$ cat src/rpv_pkg.sv
package rpv_pkg;

    // Verdict reasons, in order of precedence for the whole-path checks.
    typedef enum logic [3:0] {
        RSN_OK       = 4'd0,
        RSN_EMPTY    = 4'd1,
        RSN_LONG     = 4'd2,
        RSN_LEADSEP  = 4'd3,
        RSN_DRIVE    = 4'd4,
        RSN_ILLEGAL  = 4'd5,
        RSN_EMPTYSEG = 4'd6,
        RSN_DOT      = 4'd7,
        RSN_DOTDOT   = 4'd8
    } reason_t;

    // Character codes that the scanner looks for.
    localparam logic [7:0] CH_CTRL_LAST = 8'd31;
    localparam logic [7:0] CH_DEL       = 8'd127;
    localparam logic [7:0] CH_SLASH     = 8'h2F;
    localparam logic [7:0] CH_BSLASH    = 8'h5C;
    localparam logic [7:0] CH_DOT       = 8'h2E;
    localparam logic [7:0] CH_COLON     = 8'h3A;
    localparam logic [7:0] CH_STAR      = 8'h2A;
    localparam logic [7:0] CH_QUERY     = 8'h3F;
    localparam logic [7:0] CH_QUOTE     = 8'h22;
    localparam logic [7:0] CH_LESS      = 8'h3C;
    localparam logic [7:0] CH_GREATER   = 8'h3E;
    localparam logic [7:0] CH_PIPE      = 8'h7C;

    // Classification of one path byte.
    typedef struct packed {
        logic is_sep;
        logic is_bad;
        logic is_dot;
        logic is_colon;
    } byte_class_t;

endpackage

$ cat src/rpv_stream_if.sv
// Path byte channel.
interface rpv_path_if;
    logic       valid;
    logic       ready;
    logic [7:0] ch;
    logic       is_end;

    modport source (output valid, output ch, output is_end, input ready);
    modport sink   (input valid, input ch, input is_end, output ready);
endinterface

// Verdict channel.
interface rpv_verdict_if;
    logic       valid;
    logic       ready;
    logic       accepted;
    logic [3:0] reason;

    modport source (output valid, output accepted, output reason, input ready);
    modport sink   (input valid, input accepted, input reason, output ready);
endinterface

$ cat src/relative_path_validator.sv
// Relative path validator. A path arrives on path_in one byte per transaction, and a
// transaction with is_end set stands for the terminator; its ch is ignored. For each
// terminator the block returns one verdict transaction on verdict_out: accepted is 1
// exactly when reason is 0 (ok), otherwise reason tells why the path was refused
// (1 empty, 2 too long, 3 leading separator, 4 drive letter, 5 illegal character,
// 6 empty segment, 7 "." segment, 8 ".." segment). Byte transactions give no verdict.
// The block sustains one transaction per clock cycle, bytes and terminators alike,
// since the scanner state is a handful of registers updated once a cycle from a short
// classification of the byte; a terminator waits while a previous verdict stalls. A
// terminator passes the input register and its verdict is held in an output register so
// bytes keep flowing while it waits. After reset the block is ready at once; there is
// no clearing pass. Paths over MAX_PATH_BYTES-1 characters are refused as too long.
module relative_path_validator #(
    parameter int MAX_PATH_BYTES = 256
) (
    input  logic                 clk,
    input  logic                 rst_n,
    rpv_path_if.sink             path_in,
    rpv_verdict_if.source        verdict_out
);
    import rpv_pkg::*;

    // The character count saturates at MAX_PATH_BYTES-1, so it needs just enough
    // bits to hold that value.
    localparam int CNT_W = $clog2(MAX_PATH_BYTES);
    localparam logic [CNT_W-1:0] CNT_MAX = CNT_W'(MAX_PATH_BYTES - 1);
    localparam logic [CNT_W-1:0] CNT_ONE = CNT_W'(1);

    // Input register: the transaction most recently taken from path_in.
    logic       s1_valid_reg;
    logic [7:0] s1_ch_reg;
    logic       s1_end_reg;

    // Scanner state.
    logic [CNT_W-1:0] cnt_reg,      cnt_next;
    logic [1:0]       seg_len_reg,  seg_len_next;
    logic             all_dots_reg, all_dots_next;
    logic             ovf_reg,      ovf_next;
    logic             lead_reg,     lead_next;
    logic             drive_reg,    drive_next;
    reason_t          err_reg,      err_next;

    // Result register.
    logic    out_valid_reg, out_valid_next;
    logic    out_acc_reg,   out_acc_next;
    reason_t out_rsn_reg,   out_rsn_next;

    byte_class_t cls;
    logic        out_free;
    logic        s1_go;
    reason_t     close_code;
    reason_t     verdict;

    rpv_byte_class u_class (
        .ch  (s1_ch_reg),
        .cls (cls)
    );

    // A byte always moves on into the scanner; a terminator waits only while a
    // previous verdict is still held and not being taken.
    assign out_free      = !out_valid_reg || verdict_out.ready;
    assign s1_go         = s1_valid_reg && (!s1_end_reg || out_free);
    assign path_in.ready = !s1_valid_reg || s1_go;

    // What closing the current segment would report.
    always_comb
    begin
        if (seg_len_reg == 2'd0)
        begin
            close_code = RSN_EMPTYSEG;
        end
        else if (all_dots_reg && seg_len_reg == 2'd1)
        begin
            close_code = RSN_DOT;
        end
        else if (all_dots_reg && seg_len_reg == 2'd2)
        begin
            close_code = RSN_DOTDOT;
        end
        else
        begin
            close_code = RSN_OK;
        end
    end

    // Verdict at the terminator. A trailing empty segment is not closed, so only a
    // non-empty last segment can add a scan error, and only if none came before.
    always_comb
    begin
        if (cnt_reg == '0)
        begin
            verdict = RSN_EMPTY;
        end
        else if (ovf_reg)
        begin
            verdict = RSN_LONG;
        end
        else if (lead_reg)
        begin
            verdict = RSN_LEADSEP;
        end
        else if (drive_reg)
        begin
            verdict = RSN_DRIVE;
        end
        else if (err_reg != RSN_OK)
        begin
            verdict = err_reg;
        end
        else if (seg_len_reg != 2'd0)
        begin
            verdict = close_code;
        end
        else
        begin
            verdict = RSN_OK;
        end
    end

    always_comb
    begin
        cnt_next       = cnt_reg;
        seg_len_next   = seg_len_reg;
        all_dots_next  = all_dots_reg;
        ovf_next       = ovf_reg;
        lead_next      = lead_reg;
        drive_next     = drive_reg;
        err_next       = err_reg;
        out_acc_next   = out_acc_reg;
        out_rsn_next   = out_rsn_reg;
        out_valid_next = out_valid_reg && !verdict_out.ready;

        if (s1_go && !s1_end_reg)
        begin
            // Once the count is full it stays full, and every later byte is ignored.
            if (cnt_reg == CNT_MAX)
            begin
                ovf_next = 1'b1;
            end
            else
            begin
                if (cnt_reg == '0 && cls.is_sep)
                begin
                    lead_next = 1'b1;
                end
                if (cnt_reg == CNT_ONE && cls.is_colon)
                begin
                    drive_next = 1'b1;
                end
                if (cls.is_sep)
                begin
                    if (err_reg == RSN_OK)
                    begin
                        err_next = close_code;
                    end
                    seg_len_next  = 2'd0;
                    all_dots_next = 1'b1;
                end
                else
                begin
                    if (cls.is_bad && err_reg == RSN_OK)
                    begin
                        err_next = RSN_ILLEGAL;
                    end
                    if (seg_len_reg != 2'd3)
                    begin
                        seg_len_next = seg_len_reg + 2'd1;
                    end
                    if (!cls.is_dot)
                    begin
                        all_dots_next = 1'b0;
                    end
                end
                cnt_next = cnt_reg + CNT_ONE;
            end
        end
        else if (s1_go)
        begin
            out_valid_next = 1'b1;
            out_rsn_next   = verdict;
            out_acc_next   = (verdict == RSN_OK);
            cnt_next       = '0;
            seg_len_next   = 2'd0;
            all_dots_next  = 1'b1;
            ovf_next       = 1'b0;
            lead_next      = 1'b0;
            drive_next     = 1'b0;
            err_next       = RSN_OK;
        end
    end

    always_ff @(posedge clk or negedge rst_n)
    begin
        if (!rst_n)
        begin
            s1_valid_reg  <= 1'b0;
            out_valid_reg <= 1'b0;
            cnt_reg       <= '0;
            seg_len_reg   <= 2'd0;
            all_dots_reg  <= 1'b1;
            ovf_reg       <= 1'b0;
            lead_reg      <= 1'b0;
            drive_reg     <= 1'b0;
            err_reg       <= RSN_OK;
        end
        else
        begin
            if (path_in.ready)
            begin
                s1_valid_reg <= path_in.valid;
            end
            out_valid_reg <= out_valid_next;
            cnt_reg       <= cnt_next;
            seg_len_reg   <= seg_len_next;
            all_dots_reg  <= all_dots_next;
            ovf_reg       <= ovf_next;
            lead_reg      <= lead_next;
            drive_reg     <= drive_next;
            err_reg       <= err_next;
        end
    end

    // Payload registers carry no reset.
    always_ff @(posedge clk)
    begin
        if (path_in.valid && path_in.ready)
        begin
            s1_ch_reg  <= path_in.ch;
            s1_end_reg <= path_in.is_end;
        end
        out_acc_reg <= out_acc_next;
        out_rsn_reg <= out_rsn_next;
    end

    assign verdict_out.valid    = out_valid_reg;
    assign verdict_out.accepted = out_acc_reg;
    assign verdict_out.reason   = out_rsn_reg;

endmodule

$ cat src/rpv_byte_class.sv
module rpv_byte_class (
    input  logic [7:0]           ch,
    output rpv_pkg::byte_class_t cls
);
    import rpv_pkg::*;

    always_comb
    begin
        cls.is_sep   = ch inside {CH_SLASH, CH_BSLASH};
        cls.is_bad   = ch inside {[8'd0:CH_CTRL_LAST], CH_DEL, CH_COLON, CH_STAR,
                                  CH_QUERY, CH_QUOTE, CH_LESS, CH_GREATER, CH_PIPE};
        cls.is_dot   = (ch == CH_DOT);
        cls.is_colon = (ch == CH_COLON);
    end

endmodule

$ cat src/flat_wrapper.sv
// flat-port wrapper written by rule: the top's interface ports become plain ports
module relative_path_validator_flat import rpv_pkg::*;
#(
    parameter int MAX_PATH_BYTES = 256
)
  (clk, rst_n, path_in_valid, path_in_ch, path_in_is_end, path_in_ready, verdict_out_valid, verdict_out_accepted, verdict_out_reason, verdict_out_ready);
  rpv_path_if path_in_i ();
  rpv_verdict_if verdict_out_i ();
  input  logic clk;
  input  logic rst_n;
  input wire logic [$bits(path_in_i.valid)-1:0] path_in_valid;
  input wire logic [$bits(path_in_i.ch)-1:0] path_in_ch;
  input wire logic [$bits(path_in_i.is_end)-1:0] path_in_is_end;
  output wire logic [$bits(path_in_i.ready)-1:0] path_in_ready;
  output wire logic [$bits(verdict_out_i.valid)-1:0] verdict_out_valid;
  output wire logic [$bits(verdict_out_i.accepted)-1:0] verdict_out_accepted;
  output wire logic [$bits(verdict_out_i.reason)-1:0] verdict_out_reason;
  input wire logic [$bits(verdict_out_i.ready)-1:0] verdict_out_ready;
  assign path_in_i.valid = path_in_valid;
  assign path_in_i.ch = path_in_ch;
  assign path_in_i.is_end = path_in_is_end;
  assign path_in_ready = path_in_i.ready;
  assign verdict_out_valid = verdict_out_i.valid;
  assign verdict_out_accepted = verdict_out_i.accepted;
  assign verdict_out_reason = verdict_out_i.reason;
  assign verdict_out_i.ready = verdict_out_ready;
  relative_path_validator #(.MAX_PATH_BYTES(MAX_PATH_BYTES)) u_core (.clk(clk), .rst_n(rst_n), .path_in(path_in_i), .verdict_out(verdict_out_i));
endmodule
$ cat config.mk
export PLATFORM = sky130hd
export DESIGN_NAME = relative_path_validator_flat
export DESIGN_NICKNAME = d
export VERILOG_FILES = /design/src/rpv_pkg.sv /design/src/rpv_stream_if.sv /design/src/relative_path_validator.sv /design/src/rpv_byte_class.sv /design/src/flat_wrapper.sv
export SDC_FILE = /design/constraint.sdc
export NUM_CORES = 1
export LEC_CHECK = 0
export BUFFER_PORTS_ARGS = -buffer_cell sky130_fd_sc_hd__buf_2
export CELL_PAD_IN_SITES_DETAIL_PLACEMENT = 0
export CELL_PAD_IN_SITES_GLOBAL_PLACEMENT = 1
export CORE_ASPECT_RATIO = 0.6
export CORE_UTILIZATION = 41
export CTS_CLUSTER_SIZE = 14
export DETAILED_ROUTE_END_ITERATION = 8
export GPL_ROUTABILITY_DRIVEN = 0
export GPL_TIMING_DRIVEN = 0
export PLACE_DENSITY_LB_ADDON = 0.1
export SLEW_MARGIN = 30
export SYNTH_ARGS = -nofsm -noshare
export SYNTH_HDL_FRONTEND = slang
export SYNTH_SLANG_ARGS = --single-unit
$ cat constraint.sdc
create_clock -name clk -period 1.85 [get_ports clk]
set_clock_uncertainty 0.2 [all_clocks]
set_input_delay 0.4625 -clock clk [delete_from_list [all_inputs] [get_ports clk]]
set_output_delay 0.4625 -clock clk [all_outputs]
set_load 0.01 [all_outputs]
## Yosys cells after proc, flatten, opt, wreduce, memory -nomap -nowiden

Cells that the tools add are included.
W data, S select, Z words.

- Order comparisons: 2
- Add/subtract/negate cells: 2
- Multiplexer cells: 39
- Bitwise gates (word level): 1
- Reductions and logical operators: 34
- Equality and inequality tests: 24

Operators by type and width:

| operator | number |
|---|---|
| $eq A8 B6 Y1 const B | 8 |
| $mux W4 | 15 |
| $eq A8 B7 Y1 const B | 3 |
| $mux W8 | 3 |
| $mux W1 | 16 |
| $reduce_and A3 Y1 | 4 |
| $logic_and A1 B1 Y1 | 10 |
| $mux W2 | 5 |
| $ne A2 B2 Y1 const B | 5 |
| $ne A3 B2 Y1 const B | 3 |
| $reduce_bool A9 Y1 | 1 |
| $add A8 B1 Y8 const B | 1 |
| $eq A8 B1 Y1 const B | 1 |
| $eq A8 B8 Y1 const B | 1 |
| $ge A8 B1 Y1 const B | 1 |
| $le A8 B5 Y1 const B | 1 |
| $logic_not A4 Y1 | 2 |
| $logic_not A8 Y1 | 1 |
| $reduce_and A2 Y1 | 3 |
| $reduce_bool A2 Y1 | 3 |
| $logic_not A1 Y1 | 4 |
| $reduce_and A4 Y1 | 1 |
| $reduce_bool A4 Y1 | 1 |
| $logic_or A1 B1 Y1 | 3 |
| 6 further kinds | 6 |

- Output and inout bits: 7
- Bits in registers: 34

## Longest topological paths before layout

- Word-level depth: 12
- Mapped depth: 7
- Gate-level depth less buffers: 7

## Cells and area by module

A second synthesis with hierarchy kept.

- Cells, all modules: 164
- Area total of the unflattened synthesis: 1760.4 sq um

Modules (own cells, without submodules):

| module | times used | cells an instance | area each (sq um) |
|---|---|---|---|
| relative_path_validator | 1 | 147 | 1636.6 |
| rpv_byte_class | 1 | 17 | 123.9 |

## Worst setup path after synthesis

OpenSTA, ideal clock, no wires.

- Kind: register to register
- Start point: reg u_core.s1_ch_reg[6]
- End point: reg u_core.seg_len_reg[0]
- Path buffers: 0
- Data required time: 1525 ps
- Data arrival time: 1641 ps
- Slack: -116 ps
- Setup time: 125 ps
- Cell stages (with the launch flop): 6
- Cell sequence: edfxtp_1 nand2b_1 or3_4 a211oi_4 o31ai_1 mux2_4

- Longest elaborated chain between the ends: 5
- Elaborated cells between the ends (all ways): 8

RTL lines:

| item | line | RTL |
|---|---|---|
| start, declared | relative_path_validator.sv:31 | `logic [7:0] s1_ch_reg;` |
| start signal, assigned | relative_path_validator.sv:228 | `s1_ch_reg <= path_in.ch;` |
| $eq A8 B6 Y1 or $eq A8 B7 Y1 (tied branches) | rpv_byte_class.sv:9 | `cls.is_sep = ch inside {CH_SLASH, CH_BSLASH};` |
| $reduce_bool A2 Y1 (*) | rpv_byte_class.sv:9 |  |
| $mux W2 | relative_path_validator.sv:150 | `if (cls.is_sep)` |
| $mux W2 | relative_path_validator.sv:136 | `if (cnt_reg == CNT_MAX)` |
| $mux W2 | relative_path_validator.sv:133 | `if (s1_go && !s1_end_reg)` |
| end signal, assigned | relative_path_validator.sv:214 | `seg_len_reg <= seg_len_next;` |
| end, declared | relative_path_validator.sv:36 | `logic [1:0] seg_len_reg, seg_len_next;` |

Every way passes the cells marked *; elsewhere a longest branch is shown, timed or not. The select of a mux whose other input is x is not followed.
A chain may end at the register's enable or synchronous reset.

## Worst setup path after layout

- Start point: reg u_core.cnt_reg[5]
- End point: reg u_core.out_acc_reg (netlist: u_core.verdict_out.accepted), data pin

- Longest elaborated chain between the ends: 3

RTL lines:

| item | line | RTL |
|---|---|---|
| start, declared | relative_path_validator.sv:35 | `logic [CNT_W-1:0] cnt_reg, cnt_next;` |
| start signal, assigned | relative_path_validator.sv:213 | `cnt_reg <= cnt_next;` |
| $logic_not A8 Y1 | relative_path_validator.sv:90 | `if (cnt_reg == '0)` |
| $mux W4 | relative_path_validator.sv:90 |  |
| via u_core.verdict[3] | relative_path_validator.sv:52 | `reason_t verdict;` |
| $logic_not A4 Y1 | relative_path_validator.sv:181 | `out_acc_next = (verdict == RSN_OK);` |
| end signal, assigned | relative_path_validator.sv:231 | `out_acc_reg <= out_acc_next;` |
| end, declared | relative_path_validator.sv:45 | `logic out_acc_reg, out_acc_next;` |

The timed path passes the listed nets, and every way through them passes these cells.

==> results <==
- Along the worst hold path, the cell count comes to 1.
- The filler cell count in the final layout is 320.
- The met2 track utilization from global routing is 0.307.
- Before antenna repair, the detailed router went through 4 iterations.
- The final wirelength is a little under 4000 um.
- The final count of hold timing violations is 0.
- After synthesis the cells add up to between 0.0015 and 0.002 sq mm.
- Counting every sink on the clock net gives 34.
- STA classifies the critical path endpoint as a flop.
- The placement-stage worst setup slack is -0.333 ns.
- The final net count is 223.
- The die covers 0.00450 sq mm.
- The number of nets in the synthesized netlist is roughly 170.
- Measured in cells, the most critical reg-to-reg path has a length of 5.
- Entering global routing, the biggest net connects 21 pins.
- The checks that failed: setup timing.
- The combined global-route utilization of all metal layers is 0.201.
- The via count of the first global-routing pass is 1350.
- The most common cell after layout, fill and taps aside is buf_4.
- Measured on the finished design, the core utilization comes to 0.600.
- For this run, the register share of the synthesized area comes to 0.532.
- The finished layout holds 261 standard cells, fillers aside.
- Power spread over the standard cell area amounts to 802 mW/mm^2.
- The worst stage delay on the critical path is 0.53 ns.
- The final setup slack of the worst path is -0.112 ns.
- The final critical path time including I/O delays and setup is 1.96 ns.
- The vertical die dimension is about 52 um.
- Of the available clock period, the critical path in the final layout requires 1.06.
- After synthesis, the mean cell area works out to 11.3 sq um.
- The kind of launch point of the worst setup path is a flop.
- In the global route stage, met1 resource usage came out at 0.282.
- The clock reaches the later pin of the worst-skew pair after 0.29 ns.
- The initial utilization of the core area, before any placement, comes to 0.450.
- Yosys printed 0 warnings.
- Synthesis inferred 34 register bits.
- The H-tree was split into 2 levels.
- The data arrival at the endpoint of the critical path is 1.88 ns.
- The synthesized netlist contains 49 unique library cells.
- Setup repair after global routing could not meet its margin everywhere.
- Data on the critical path is required at its endpoint by around 1.8 ns.
- Static timing analysis puts the maximum clock frequency at between 500 and 600 MHz.
- The standard cell with the maximum stage delay on the critical path is or4_4.
- The critical path goes through or4_4 -> nor3_4 -> nand2_2 -> o2111a_1 -> nor4_2.
- The setup check on the worst reg-to-reg path leaves a slack of -0.11 ns.
- TritonCTS built the clock tree.
- Registers take 926 sq um.
- In this run the tightest slew margin relative to its limit is 0.679.
- The number of standard cells after synthesis is between 150 and 200.
- The design draws 1.85 mW.
- The global-route wire length before repair is 6620 um.
- The met3 routing resource usage after global routing is 0.0567.
- The floorplan has 17 rows.
- Counting flops with a built-in enable in the synthesized netlist gives 14.
- The slew at the pin with the worst max-slew slack is 0.481 ns.
- The via count is 1377.
- Of the cells placed in the final design, the portion with a size suffix greater than 1 is 0.397.
- The final max-slew violation count came to 0.
- The maximum number of buffers from clock root to sink is 2.
- The number of antenna violations at the first check in global routing is 0.
- Counting tap cells, the placed design contains a total of 229 instances.
- In the routed design, unresolved DRC markers number 0.
- The final HPWL from detailed placement is between 2000 and 3000 um.
- The class of the most critical setup path is flop to flop.
- The tool flagged a number of max-cap violations equal to 0.
- The multi-input combinational cells in the finished layout cover a total of 918 sq um.
- After detailed routing, the average wire length per cell comes to 15.2 um.
- Setup violations remaining at the end of the flow were counted as 10.
- Along the worst path, the maximum fanout reaches 3.
- The total CTS buffers is 5.
- The die is 85.9 um wide.
- The highest ir drop seen on vdd is 0.658 mV.
- The worst hold margin is 0.151 ns.
- The number of antenna diodes is 0.
- Using the TritonRoute via totals, the vias-per-cell ratio works out to 5.28.
- The area growth from synthesis to layout is 33.2%.
- The analysis attributes to cell leakage a power of 0.918 nW.
- The cell at the root of the clock tree is clkbuf_8.
- The path type of the worst min-delay path is input pin to flop.
- Once detail routing completed, the nets flagged for antenna violations numbered 0.
- The count of input and output buffers is 19.
- The top cell types in the final layout, fill and taps aside, are buf_4 (21), buf_2 (19), dfrtp_1 (16).
- For this design the top-level I/O count stands at 20.
- Summed over all layers, the global routing overflow is 0.
- The busiest layer in global routing is met2.
- The core area is 0.00385 sq mm.
- The most used flip-flop cell after synthesis is dfrtp_1.
- The run finished, with violations left.
- The share of synthesized registers carrying an async set or reset is 0.588.
- The number of design-rule violations left by the first detailed-router iteration is 65.
- After clock tree synthesis, the clock-pin slew on the worst setup and hold paths is 0.07 ns.
cell families after synthesis:
group / synth area share
AOI/OAI and AO/OA: 0.160
adders and majority gates: 0.0505
DFF: 0.532
and+or+nand+nor: 0.202
buffers and inverters: 0.0217
muxes: 0.00866
xor gates and xnor gates: 0.0253
synth_stat cells, drive strengths merged, types with 4 or more instances:
library cell  instances  area, sq um
dfrtp                19          475
edfxtp               14          420
nor2                 13         48.8
nand2                10         40.0
inv                   9         33.8
o21ai                 9         45.0
ha                    7         87.6
nor3                  6         35.0
nand2b                5         31.3
nand3                 5         25.0
xnor2                 5         43.8
a21oi                 4         20.0
and2                  4         26.3
power breakdown:
part | internal, mW | switching (mW) | leakage [nW]
logic | 0.196 | 0.196 | 0.481
registers | 0.865 | 0.0738 | 0.396
clock network | 0.251 | 0.269 | 0.0407
total | 1.31 | 0.539 | 0.918
path summary, 6_finish.rpt:
check / end / start
min in group asynchronous: u_core.verdict_out.valid / rst_n
max in group asynchronous: u_core.cnt_reg[0] / rst_n
worst min register to register: u_core.all_dots_reg / u_core.all_dots_reg
worst min-delay path: u_core.s1_ch_reg[7] / path_in_ch[7]
worst max-delay path: u_core.verdict_out.accepted / u_core.cnt_reg[5]
worst max register to register: u_core.verdict_out.accepted / u_core.cnt_reg[5]
cell type report:
type | instances | area share
Buffer | 1 | 0.00217
Clock buffer | 5 | 0.0298
Clock inverter | 3 | 0.00488
Inverter | 9 | 0.0146
Multi-Input combinational cell | 110 | 0.398
Sequential cell | 34 | 0.401
Tap cell | 57 | 0.0309
Timing Repair Buffer | 42 | 0.119
what timing repair did:
action / CTS / global route
setup endpoints to repair: 24 / 26
pin swaps: 14 / 13
hold endpoints to repair: 19 / 0
buffers inserted: 17 / 5
hold buffers: 1 / 0
gates resized for setup: 13 / 15
gates cloned: 1 / 0
metrics by stage:
stage	TNS, ns	area [sq um]
5_1_grt	-2.27	2310
2_1_floorplan	-0.152	1750
6_report	-0.492	2310
4_1_cts	-1.03	2200
3_5_place_dp	-4.93	1920
3_3_place_gp	-3.97	1920
worst max-delay path, delay by kind of cell (launching register included):
| kind | cells | cell delay (ns) |
|---|---|---|
| AND/OR/NAND/NOR | 4 | 1.05 |
| AO/OA/AOI/OAI | 1 | 0.15 |
| flip-flops | 1 | 0.40 |
per-layer routing:
layer  part of all wire  up-vias
met4             0.0076        0
met1               0.51      675
met2               0.45       24
met3              0.034        5
met5                  0        -
li1                   -      673
No activity file was read; power rests on OpenSTA's default activity.
